`config.mk`:
```
export PLATFORM = sky130hd
export DESIGN_NAME = versatile_interface_adapter_regs
export DESIGN_NICKNAME = d
export VERILOG_FILES = /design/src/design/via_pkg.sv /design/src/design/via_core.sv /design/src/design/versatile_interface_adapter_regs.sv
export SDC_FILE = /design/constraint.sdc
export NUM_CORES = 1
export LEC_CHECK = 0
export BUFFER_PORTS_ARGS = -buffer_cell sky130_fd_sc_hd__buf_2
export CAP_MARGIN = 20
export CORE_MARGIN = 2
export CORE_UTILIZATION = 47
export CTS_BUF_LIST = sky130_fd_sc_hd__clkbuf_8
export DETAILED_ROUTE_END_ITERATION = 12
export PLACE_DENSITY_LB_ADDON = 0.15
export SYNTH_ARGS = -nofsm -noshare
export SYNTH_HDL_FRONTEND = slang
export SYNTH_SLANG_ARGS = --single-unit
```
`constraint.sdc`:
```
create_clock -name clk -period 2.7 [get_ports clk]
set_input_delay 0.135 -clock clk [delete_from_list [all_inputs] [get_ports clk]]
set_output_delay 0.135 -clock clk [all_outputs]
set_load 0.05 [all_outputs]
```
`src/design/via_pkg.sv`:
```
package via_pkg;

  // request kinds
  localparam logic [2:0] REQ_READ   = 3'd0;
  localparam logic [2:0] REQ_WRITE  = 3'd1;
  localparam logic [2:0] REQ_T1_EXP = 3'd2;
  localparam logic [2:0] REQ_VBLANK = 3'd3;
  localparam logic [2:0] REQ_SECOND = 3'd4;

  // register index: address bits 12..9, low bits must be zero
  localparam logic [3:0] RS_ORB  = 4'd0;
  localparam logic [3:0] RS_DDRB = 4'd2;
  localparam logic [3:0] RS_DDRA = 4'd3;
  localparam logic [3:0] RS_T1CL = 4'd4;
  localparam logic [3:0] RS_T1CH = 4'd5;
  localparam logic [3:0] RS_T1LL = 4'd6;
  localparam logic [3:0] RS_T1LH = 4'd7;
  localparam logic [3:0] RS_T2CL = 4'd8;
  localparam logic [3:0] RS_T2CH = 4'd9;
  localparam logic [3:0] RS_SR   = 4'd10;
  localparam logic [3:0] RS_ACR  = 4'd11;
  localparam logic [3:0] RS_PCR  = 4'd12;
  localparam logic [3:0] RS_IFR  = 4'd13;
  localparam logic [3:0] RS_IER  = 4'd14;
  localparam logic [3:0] RS_ORA  = 4'd15;

  localparam logic [6:0] FLAG_T1  = 7'h40;
  localparam logic [6:0] FLAG_VBL = 7'h02;
  localparam logic [6:0] FLAG_SEC = 7'h01;
  localparam logic [1:0] T1_MODE_CONT = 2'b01;

  typedef struct packed {
    logic        take;
    logic [2:0]  kind;
    logic        reg_hit;
    logic [3:0]  reg_sel;
    logic [7:0]  data;
  } req_t;

  function automatic logic [6:0] set_or_clear(input logic [6:0] cur, input logic [7:0] v);
    logic [6:0] r;
    begin
      if (v[7]) begin
        r = cur | v[6:0];
      end else begin
        r = cur & ~v[6:0];
      end
      return r;
    end
  endfunction

endpackage

```
`src/design/via_core.sv`:
```
module via_core (
  input  logic          clk,
  input  logic          rst,
  input  via_pkg::req_t req,
  output logic [7:0]    rd_data,
  output logic          irq_next
);

  logic [7:0]  ora, orb, ddra, ddrb, pcr, acr, sr;
  logic [6:0]  ifr, ier;
  logic [15:0] t1c, t1l, t2c;

  logic [7:0]  ora_next, orb_next, ddra_next, ddrb_next, pcr_next, acr_next, sr_next;
  logic [6:0]  ifr_next, ier_next;
  logic [15:0] t1c_next, t1l_next, t2c_next;
  logic        reload_chk;

  // read mux
  always_comb begin
    rd_data = 8'h00;
    if (req.kind == via_pkg::REQ_READ && req.reg_hit) begin
      case (req.reg_sel)
        via_pkg::RS_ORA:  rd_data = ora;
        via_pkg::RS_ORB:  rd_data = orb;
        via_pkg::RS_DDRA: rd_data = ddra;
        via_pkg::RS_DDRB: rd_data = ddrb;
        via_pkg::RS_T1CL: rd_data = t1c[7:0];
        via_pkg::RS_T1CH: rd_data = t1c[15:8];
        via_pkg::RS_T1LL: rd_data = t1l[7:0];
        via_pkg::RS_T1LH: rd_data = t1l[15:8];
        via_pkg::RS_T2CL: rd_data = t2c[7:0];
        via_pkg::RS_T2CH: rd_data = t2c[15:8];
        via_pkg::RS_SR:   rd_data = sr;
        via_pkg::RS_ACR:  rd_data = acr;
        via_pkg::RS_PCR:  rd_data = pcr;
        via_pkg::RS_IFR:  rd_data = {(ifr != 7'h00), ifr};
        via_pkg::RS_IER:  rd_data = {1'b1, ier};
        default:          rd_data = 8'h00;
      endcase
    end
  end

  always_comb begin
    ora_next  = ora;
    orb_next  = orb;
    ddra_next = ddra;
    ddrb_next = ddrb;
    pcr_next  = pcr;
    acr_next  = acr;
    sr_next   = sr;
    ifr_next  = ifr;
    ier_next  = ier;
    t1c_next  = t1c;
    t1l_next  = t1l;
    t2c_next  = t2c;
    reload_chk = 1'b0;
    case (req.kind)
      via_pkg::REQ_WRITE: begin
        if (req.reg_hit) begin
          case (req.reg_sel)
            via_pkg::RS_ORA:  ora_next = (ora & ~ddra) | (req.data & ddra);
            via_pkg::RS_ORB:  orb_next = (orb & ~ddrb) | (req.data & ddrb);
            via_pkg::RS_DDRA: ddra_next = req.data;
            via_pkg::RS_DDRB: ddrb_next = req.data;
            via_pkg::RS_T1CL: t1c_next[7:0] = req.data;
            via_pkg::RS_T1CH: t1c_next[15:8] = req.data;
            via_pkg::RS_T1LL: t1l_next[7:0] = req.data;
            via_pkg::RS_T1LH: t1l_next[15:8] = req.data;
            via_pkg::RS_T2CL: t2c_next[7:0] = req.data;
            via_pkg::RS_T2CH: t2c_next[15:8] = req.data;
            via_pkg::RS_SR:   sr_next = req.data;
            via_pkg::RS_PCR:  pcr_next = req.data;
            via_pkg::RS_ACR: begin
              acr_next   = req.data;
              reload_chk = 1'b1;
            end
            via_pkg::RS_IFR: begin
              ifr_next   = via_pkg::set_or_clear(ifr, req.data);
              reload_chk = 1'b1;
            end
            via_pkg::RS_IER: begin
              ier_next   = via_pkg::set_or_clear(ier, req.data);
              reload_chk = 1'b1;
            end
            default: ;
          endcase
        end
      end
      via_pkg::REQ_T1_EXP: begin
        ifr_next   = ifr | via_pkg::FLAG_T1;
        reload_chk = 1'b1;
      end
      via_pkg::REQ_VBLANK: ifr_next = ifr | via_pkg::FLAG_VBL;
      via_pkg::REQ_SECOND: ifr_next = ifr | via_pkg::FLAG_SEC;
      default: ;
    endcase
    // reload sees the enables and ACR as left by this transfer
    if (reload_chk && (ier_next[6] || acr_next[7:6] == via_pkg::T1_MODE_CONT)) begin
      t1c_next = t1l_next;
    end
  end

  assign irq_next = (ifr_next & ier_next) != 7'h00;

  always_ff @(posedge clk) begin
    if (rst) begin
      ora  <= 8'h00;
      orb  <= 8'h00;
      ddra <= 8'h00;
      ddrb <= 8'h00;
      pcr  <= 8'h00;
      acr  <= 8'h00;
      sr   <= 8'h00;
      ifr  <= 7'h00;
      ier  <= 7'h00;
      t1c  <= 16'h0000;
      t1l  <= 16'h0000;
      t2c  <= 16'h0000;
    end else if (req.take) begin
      ora  <= ora_next;
      orb  <= orb_next;
      ddra <= ddra_next;
      ddrb <= ddrb_next;
      pcr  <= pcr_next;
      acr  <= acr_next;
      sr   <= sr_next;
      ifr  <= ifr_next;
      ier  <= ier_next;
      t1c  <= t1c_next;
      t1l  <= t1l_next;
      t2c  <= t2c_next;
    end
  end

endmodule

```
`src/design/versatile_interface_adapter_regs.sv`:
```
// channel  | valid     | stall     | payload
// request  | in_valid  | in_stall  | req_type, address, write_data
// result   | out_valid | out_stall | read_data, irq_line
//
// One transfer per cycle while in_stall is low; the result appears in the cycle after the request is taken.
// Register update and read mux are one level of logic into the result register.
// Synchronous reset clears the register file and the result valid.
// in_stall is raised only while a held result is itself stalled.
module versatile_interface_adapter_regs (
  input  logic        clk,
  input  logic        rst,
  input  logic        in_valid,
  output logic        in_stall,
  input  logic [2:0]  req_type,
  input  logic [12:0] address,
  input  logic [7:0]  write_data,
  output logic        out_valid,
  input  logic        out_stall,
  output logic [7:0]  read_data,
  output logic        irq_line
);

  via_pkg::req_t req;
  logic [7:0]    rd_data;
  logic          irq_next;

  assign in_stall = out_valid && out_stall;

  always_comb begin
    req.take    = in_valid && !in_stall;
    req.kind    = req_type;
    req.reg_hit = (address[8:0] == 9'h000);
    req.reg_sel = address[12:9];
    req.data    = write_data;
  end

  via_core u_core (
    .clk      (clk),
    .rst      (rst),
    .req      (req),
    .rd_data  (rd_data),
    .irq_next (irq_next)
  );

  always_ff @(posedge clk) begin
    if (rst) begin
      out_valid <= 1'b0;
    end else if (req.take) begin
      out_valid <= 1'b1;
    end else if (!out_stall) begin
      out_valid <= 1'b0;
    end
  end

  always_ff @(posedge clk) begin
    if (req.take) begin
      read_data <= rd_data;
      irq_line  <= irq_next;
    end
  end

endmodule
```
==> results of run 1 <==
## metrics by stage
step / util (%) / hold WS [ps] / instances / cell area, um2 / worst slack (ps)
finish: 55.9 / 43.9 / 1051 / 7400 / 486
global route: 55.9 / 37.5 / 1051 / 7400 / 446
CTS: 55.9 / 21.0 / 1051 / 7400 / 535
detailed placement: 52.1 / 387 / 1018 / 6900 / 45.0
global placement: 52.1 / 360 / 1018 / 6900 / 121
floorplan: - / 256 / 824 / 6390 / 265
## worst max-delay path: stages
cell and delay, ps:
buf_2 120, or4_1 520, nor3_2 170, nand4b_1 130, a22o_1 240, and3_1 180
or4_1 500, or4_1 430
## cells in the final DEF (no fill, tap or decap), types with 13 or more instances in the layout
master,n
dfxtp_1,119
o21ai_0,18
buf_4,44
o221a_2,16
a21oi_1,88
buf_2,37
a22oi_1,13
nor2_1,91
nand2_1,189
nand3_1,53
clkbuf_8,18
mux2i_1,35
## cells by family (layout without fill, tap and decap cells)
| logic type | Yosys count | in the layout |
|---|---|---|
| flops | 128 | 128 |
| compound gates | 190 | 190 |
| buf+inv | 67 | 118 |
| simple gates | 396 | 396 |
| mux | 43 | 43 |
## cell type report
class	instances	area (um2)	area share, %
clock inverter	14	235	3.18
multi-input combinational	629	3480	47.1
tap	176	220	2.98
clock buffer	18	248	3.35
inverter	3	11.3	0.152
sequential	128	2650	35.9
timing repair buffer	83	546	7.37
## worst max path at each step
stage / from / end / depth (start not counted)
final: address[1] / irq_line$_DFFE_PP_ / 8
after global placement: write_data[7] / irq_line$_DFFE_PP_ / 8
after CTS: address[1] / irq_line$_DFFE_PP_ / 8
after global routing: out_valid$_SDFFE_PP0P_ / flop / 10
after detailed placement: address[1] / irq_line$_DFFE_PP_ / 8
after floorplan: out_valid$_SDFFE_PP0P_ / u_core.t1c[0]$_SDFFE_PP0P_ / 8
## power breakdown
group | leakage [nW] | total, W | switching [W] | internal (W)
Sequential | 1.05 | 0.00192 | 0.00000722 | 0.00192
Combinational | 1.40 | 0.000334 | 0.000249 | 0.0000853
Clock | 0.251 | 0.00205 | 0.000830 | 0.00122
Total | 2.70 | 0.00431 | 0.00109 | 0.00322
## metal layers
layer	global-route usage [%]	vias to the layer above	wire length, um
met2	50.0	371	10400
met3	6.79	62	2180
met1	44.4	3102	9830
met4	13.4	0	838
li1	-	3000	-
met5	0	-	0
==> impl_metrics.tcl, run 1 <==
set metrics [dict create \
    dieArea_um2 14600 \
    worstMarginPinSlew_ps 577 \
    min_from "write_data[2]" \
    end_kind "flop" \
    max-slew-margin-rel_pct 61.5 \
    r2r_slack_ps 660 \
    start_util_pct 48.3 \
    vdd.ir_drop.worst_mv 0.586 \
    avgSynthCellArea_um2 7.76 \
    p_per_area_nw_per_um2 582 \
    p_total_w 0.00431 \
    layout.nets 890 \
    synth-edff-count 9 \
    grt_max_degree 84 \
    fin_crit_sh_pct 82.0 \
    synth_xor_xnor_area_share_pct 0 \
    crit_type "primary input to flop" \
    hold_depth 3 \
    leakage_nw 2.70 \
    cts_buffers 17 \
    clk_pin_slew_ps 90 \
    grt_usage_pct 32.5 \
    drt_iter0_markers 872 \
    synth-compound-area-share_pct 19.8 \
    yosysUniqueCellTypes 53 \
    r2r_end "irq_line$_DFFE_PP_" \
    syn_to_final_growth_pct 15.7 \
    clock_latency_ps 470 \
    report.final.slew_viol_count 0 \
    final.setup_skew_ps 19.6 \
    setup_tns_ps 0 \
    synth_top_cell_area_share_pct 37.3 \
    routed_wl_mm 23.2 \
    max_freq_mhz 452 \
    cts_tree "built" \
    postSynthCellCount 824 \
    drt_first_pass_iters 6 \
    rsz0062_at_grt "no" \
    synth.mux.area_fraction_pct 7.06 \
    fp-row-count 42 \
    finalCriticalPeriod_ps 2210 \
    wl_per_cell_um 22.1 \
    io_buffers 38 \
    viasPerCell 6.22 \
    dpl.hpwl_mm 16.1 \
    drc 0 \
    vias 6535 \
    grt_pass1_wl_mm 35.4 \
    core_area_um2 13200 \
    synth_fa_ha_area_share_pct 0 \
    r2r_cells 4 \
    syn-cell-area_um2 6390 \
    syn_nets 852 \
    synthSimpleGateAreaFrac_pct 27.6 \
    holdBufCountCts 1 \
    hp-class "primary input to flop" \
    outcome "completed" \
    synth_top_family_by_area "simple AND/OR/NAND/NOR gates" \
    finalHoldViolCount 0 \
    grt_pass1_vias 6085 \
    max_cap_violations 0 \
    io_pins 39 \
    crit_path_start_kind "primary input" \
    post_cts_buffers 0 \
    synth-main-ff-cell "dfxtp_1" \
    yosysMostFrequentCell "nand2_1" \
    synth_commonest_cells "189 x nand2_1, 119 x dfxtp_1, 91 x nor2_1, 88 x a21oi_1, 55 x clkbuf_1" \
    min_to "u_core.ier[2]$_SDFFE_PP0P_" \
    root_buffer "clkbuf_8" \
    htree_num_levels 4 \
    worst-path-max-fanout 3 \
    r2r-start "u_core.ifr[0]$_SDFFE_PP0P_" \
    cts_resized 0 \
    n_antenna_cell 0 \
    synth-seq-area-share_pct 41.5 \
    cts_sinks 128 \
    ys_warn_count 0 \
    cts_buffer_depth 2 \
    filler_cell_count 1293 \
    die_w_um 121 \
    async_flop_share_pct 0 \
    synth_top_area_cell "dfxtp_1" \
    place_congestion 0.939 \
    ys_ff_latch 128 \
    antenna_left 0 \
    crit_required_ps 2910 \
    arrival_ps 2430 \
    drive_above_1_share_pct 16.2 \
    yosys-top-cells-area "dfxtp_1 37%, nand2_1 11%, a21oi_1 6.9%" \
    antenna_found_initial 0 \
    finalSetupViolations 0 \
    die-height_um 121 \
    grt-ovfl-total 0 \
]
Note: power is estimated with default switching activity, not from simulation.
==> inputs of run 2 (changes only) <==
clock period = 1.8 ns   (was 2.7 ns; I/O delays follow)
==> impl_metrics.tcl, run 2 (synthesis gave the netlist of run 1 again) <==
set metrics [dict create \
    outcome "finished, violations left" \
    violations "negative setup slack" \
    vias 6993 \
    crit_type "flop to flop" \
    syn_to_final_growth_pct 34.6 \
    htree_num_levels 4 \
    final.setup_skew_ps 11.2 \
    worstMarginPinSlew_ps 446 \
    fin_cells 1157 \
    rsz0062_at_grt "yes" \
    leakage_nw 3.31 \
    start_util_pct 48.3 \
    n_antenna_cell 0 \
    grt_pass1_wl_mm 38.6 \
    fin_crit_sh_pct 109 \
    arrival_ps 2170 \
    max_freq_mhz 511 \
    core_area_um2 13200 \
    startpoint "u_core.ifr[3]$_SDFFE_PP0P_" \
    post-place-cells 1115 \
    wl_per_cell_um 22.1 \
    drt_first_pass_iters 6 \
    drt_iter0_markers 908 \
    io_buffers 38 \
    cts_buffers 17 \
    grt_usage_pct 35.5 \
    die_w_um 121 \
    cts_tree "built" \
    layout_common_cells "184 x nand2_1, 133 x buf_4, 115 x dfxtp_1" \
    end_kind "flop" \
    place_congestion 0.961 \
    setup_ws_ps -157 \
    finalHoldViolCount 0 \
    fin_hold_ws_ps 47.1 \
    routed_wl_mm 25.6 \
    hp-class "primary input to flop" \
    clk_pin_slew_ps 80 \
    viasPerCell 6.04 \
    endpoint "irq_line$_DFFE_PP_" \
    root_buffer "clkbuf_8" \
    r2r_cells 6 \
    p_per_area_nw_per_um2 733 \
    io_pins 39 \
    max-slew-margin-rel_pct 70.3 \
    max_cap_violations 0 \
    grt_pass1_vias 6689 \
    crit_path_start_kind "flop" \
    r2r_slack_ps -160 \
    dieArea_um2 14600 \
    antenna_found_initial 0 \
    cts_buffer_depth 2 \
    finalSetupViolations 1 \
    drive_above_1_share_pct 27.8 \
    fp-row-count 42 \
    vdd.ir_drop.worst_mv 0.659 \
    final_common_cell "nand2_1" \
    finalCriticalPeriod_ps 1960 \
    r2r-start "u_core.ifr[3]$_SDFFE_PP0P_" \
    die-height_um 121 \
    layout.nets 997 \
    r2r_end "irq_line$_DFFE_PP_" \
    worst-path-max-fanout 5 \
    grt-ovfl-total 0 \
    grt_max_degree 48 \
    clock_latency_ps 470 \
    cts_sinks 128 \
    crit_required_ps 2020 \
    drc 0 \
    dpl.hpwl_mm 18.8 \
    report.final.slew_viol_count 0 \
    antenna_left 0 \
]
-- run 2: cell types whose count changed in the layout (fill, tap and decap cells not counted), moves of 5 or more --
| cell | change |
|---|---|
| buf_4 | +89 |
| o221a_2 | -15 |
| o221a_4 | +15 |
| buf_6 | +8 |
| buf_12 | +7 |
| dlygate4sd3_1 | +6 |
| nand2_1 | -5 |
-- run 2: critical path, stage by stage (launching register included) --
cell and delay (ps):
dfxtp_2 360, a22oi_2 150, nand2_1 70, o21ai_1 100
nand3_1 90, or4_1 520, or4_1 400
-- run 2: routing by layer --
metal | vias up | global-route usage, % | wire length [um]
met1 | 3337 | 46.5 | 10600
met5 | - | 0 | 0
met4 | 0 | 16.9 | 1030
li1 | 3210 | - | -
met2 | 375 | 56.7 | 11800
met3 | 71 | 6.46 | 2190
-- run 2: how the worst min path moves through the flow --
stage	startpoint	slack, ps	to	cells past startpoint
5_1_grt	write_data[5]	70	u_core.acr[5]$_SDFFE_PP0P_	3
3_5_place_dp	in_valid	360	out_valid$_SDFFE_PP0P_	3
3_3_place_gp	in_valid	320	out_valid$_SDFFE_PP0P_	3
2_1_floorplan	in_valid	210	out_valid$_SDFFE_PP0P_	2
6_report	write_data[5]	50	u_core.acr[5]$_SDFFE_PP0P_	3
4_1_cts	write_data[5]	30	u_core.acr[5]$_SDFFE_PP0P_	3
-- run 2: layout make-up --
| class | count | area (um2) |
|---|---|---|
| inverters | 3 | 16.3 |
| repair buffers | 190 | 1510 |
| well taps | 176 | 220 |
| fillers | 1196 | 4630 |
| clock buffers | 20 | 275 |
| flip-flops and latches | 128 | 2660 |
| clock inverters | 11 | 154 |
| multi-input cells | 629 | 3770 |
-- run 2: per-stage QoR --
step | instance area (um2) | power [W] | setup TNS (ps) | utilization [%] | worst slack [ps]
after CTS | 8390 | 0.00629 | -188 | 63.3 | -188
final | 8610 | 0.00631 | -157 | 65.0 | -157
after global routing | 8610 | 0.00647 | -282 | 65.0 | -222
after detailed placement | 7850 | 0.00357 | -42470 | 59.2 | -772
after floorplan | 6560 | 0.00325 | -1900 | - | -532
after global placement | 7850 | 0.00357 | -39720 | 59.2 | -732
-- run 2: power by group --
part	internal, W	leakage (nW)	switching, W
logic	0.000247	2.05	0.000428
registers	0.00287	1.05	0.00000643
clock network	0.00149	0.214	0.00126
total	0.00461	3.31	0.00170
-- run 2: timing repair --
action / 4_1_cts / 5_1_grt
setup endpoints to repair: 26 / 40
hold buffers: 7 / 0
pin swaps: 9 / 17
buffers inserted: 1 / 2
resized for setup: 11 / 36
gates cloned: 0 / 1
hold endpoints to repair: 15 / 0
==> inputs of run 3 (changes only) <==
clock period = 2 ns   (was 1.8 ns; I/O delays follow)
==> impl_metrics.tcl, run 3 (synthesis gave the netlist of run 1 again) <==
set metrics [dict create \
    min_from "write_data[3]" \
    antenna_left 0 \
    use_met3_pct 6.79 \
    clk_pin_slew_ps 80 \
    final.setup_skew_ps 15.0 \
    max-slew-margin-rel_pct 57.1 \
    hp-class "primary input to flop" \
    fin_cells 1123 \
    arrival_ps 2260 \
    p_sw_w 0.00146 \
    finalSetupViolations 1 \
    rsz0062_at_grt "yes" \
    antenna_found_initial 0 \
    syn_to_final_growth_pct 24.6 \
    vias 6838 \
    post_cts_buffers 0 \
    cts_tree "built" \
    dpl.hpwl_mm 17.9 \
    power_frac_seq_pct 45.6 \
    drive_above_1_share_pct 23.1 \
    wl_per_cell_um 21.6 \
    report.final.slew_viol_count 0 \
    cts_buffer_depth 2 \
    r2r-start "u_core.t1c[7]$_SDFFE_PP0P_" \
    switching_share_pct 25.5 \
    finalCriticalPeriod_ps 2070 \
    violations "negative setup slack" \
    post-place-cells 1087 \
    p_total_w 0.00570 \
    n_antenna_cell 0 \
    io_buffers 38 \
    vdd.ir_drop.worst_mv 0.659 \
    grt_usage_pct 34.7 \
    p_int_w 0.00424 \
    worst-path-max-fanout 2 \
    finalHoldViolCount 0 \
    htree_num_levels 4 \
    root_buffer "clkbuf_8" \
    min_to "u_core.ddra[3]$_SDFFE_PP0P_" \
    final_common_cell "nand2_1" \
    crit_type "primary input to flop" \
    fp-row-count 42 \
    place_congestion 0.980 \
    outcome "finished, violations left" \
    core_area_um2 13200 \
    cts_buffers 17 \
    crit_path_start_kind "primary input" \
    end_kind "flop" \
    die_w_um 121 \
    layout.nets 962 \
    viasPerCell 6.09 \
    crit_required_ps 2190 \
    r2r_cells 6 \
    cts_sinks 128 \
    drt_first_pass_iters 5 \
    top_usage_layer "met2" \
    routed_wl_mm 24.2 \
    drc 0 \
    grt-ovfl-total 0 \
    use_met2_pct 55.5 \
    r2r_slack_ps 80 \
    fin_crit_sh_pct 104 \
    layout_common_cells "187 x nand2_1, 118 x dfxtp_1, 112 x buf_4" \
    drt_iter0_markers 813 \
    clock_latency_ps 450 \
    grtUsageMet1_pct 47.0 \
    grt_max_degree 59 \
    r2r_end "read_data[7]$_SDFFCE_PN0P_" \
    p_clk_share_pct 44.8 \
    filler_cell_count 1229 \
    die-height_um 121 \
    setup_ws_ps -71.1 \
    dieArea_um2 14600 \
    start_util_pct 48.3 \
    leakage_nw 3.06 \
    io_pins 39 \
    worstMarginPinSlew_ps 643 \
    max_cap_violations 0 \
    combPwrFrac_pct 9.6 \
    max_freq_mhz 483 \
    hold_depth 3 \
    grt_pass1_wl_mm 38.0 \
    grt_pass1_vias 6582 \
    p_per_area_nw_per_um2 715 \
]
## run 3: through the flow
| step | TNS (ps) | utilization, % | setup WS [ps] | instance area [um2] | hold slack, ps |
|---|---|---|---|---|---|
| 6_report | -71.1 | 60.2 | -71.1 | 7970 | 33.3 |
| 5_1_grt | -165 | 60.2 | -165 | 7970 | 12.2 |
| 4_1_cts | -63.8 | 60.1 | -63.8 | 7960 | 10.6 |
| 3_5_place_dp | -17530 | 56.3 | -565 | 7450 | 348 |
| 3_3_place_gp | -13510 | 56.3 | -531 | 7450 | 328 |
| 2_1_floorplan | -342 | - | -342 | 6410 | 219 |
## run 3: routing by layer
metal	routed length, um	up-vias
met1	10300	3300
li1	-	3136
met3	1960	42
met4	626	0
met5	0	-
met2	11300	360
## run 3: worst max-delay path, cell delays in order
cell	delay (ps)
buf_6	90
or4_4	540
nor3_4	140
nand4b_1	110
a22o_1	210
and3_1	160
or4_1	500
or4_1	410
## run 3: worst max path at each step
stage / startpoint / end / depth (start not counted)
2_1_floorplan: write_data[7] / irq_line$_DFFE_PP_ / 7
3_3_place_gp: write_data[7] / irq_line$_DFFE_PP_ / 8
3_5_place_dp: write_data[7] / irq_line$_DFFE_PP_ / 8
4_1_cts: write_data[7] / irq_line$_DFFE_PP_ / 8
5_1_grt: write_data[7] / irq_line$_DFFE_PP_ / 8
6_report: write_data[7] / irq_line$_DFFE_PP_ / 8
## run 3: layout make-up
class	instances	area, um2	area share, %
tap	176	220	2.76
multi-input combinational	629	3510	44.0
clock inverter	12	178	2.23
inverter	3	12.5	0.157
clock buffer	20	275	3.45
timing repair buffer	155	1120	14.0
sequential	128	2660	33.3
## run 3: power by group through the flow
stage / clock network [W] / logic, W / registers [W]
floorplan: 0 / 0.000229 / 0.00269
global placement: 0 / 0.000520 / 0.00265
detailed placement: 0 / 0.000523 / 0.00265
CTS: 0.00258 / 0.000535 / 0.00260
global route: 0.00269 / 0.000575 / 0.00260
finish: 0.00255 / 0.000548 / 0.00260
## run 3: what timing repair did
action | in CTS | in global routing
hold buffers | 4 | 0
pin swaps | 0 | 0
resized for setup | 3 | 4
hold endpoints to repair | 4 | 0
setup endpoints to repair | 1 | 6
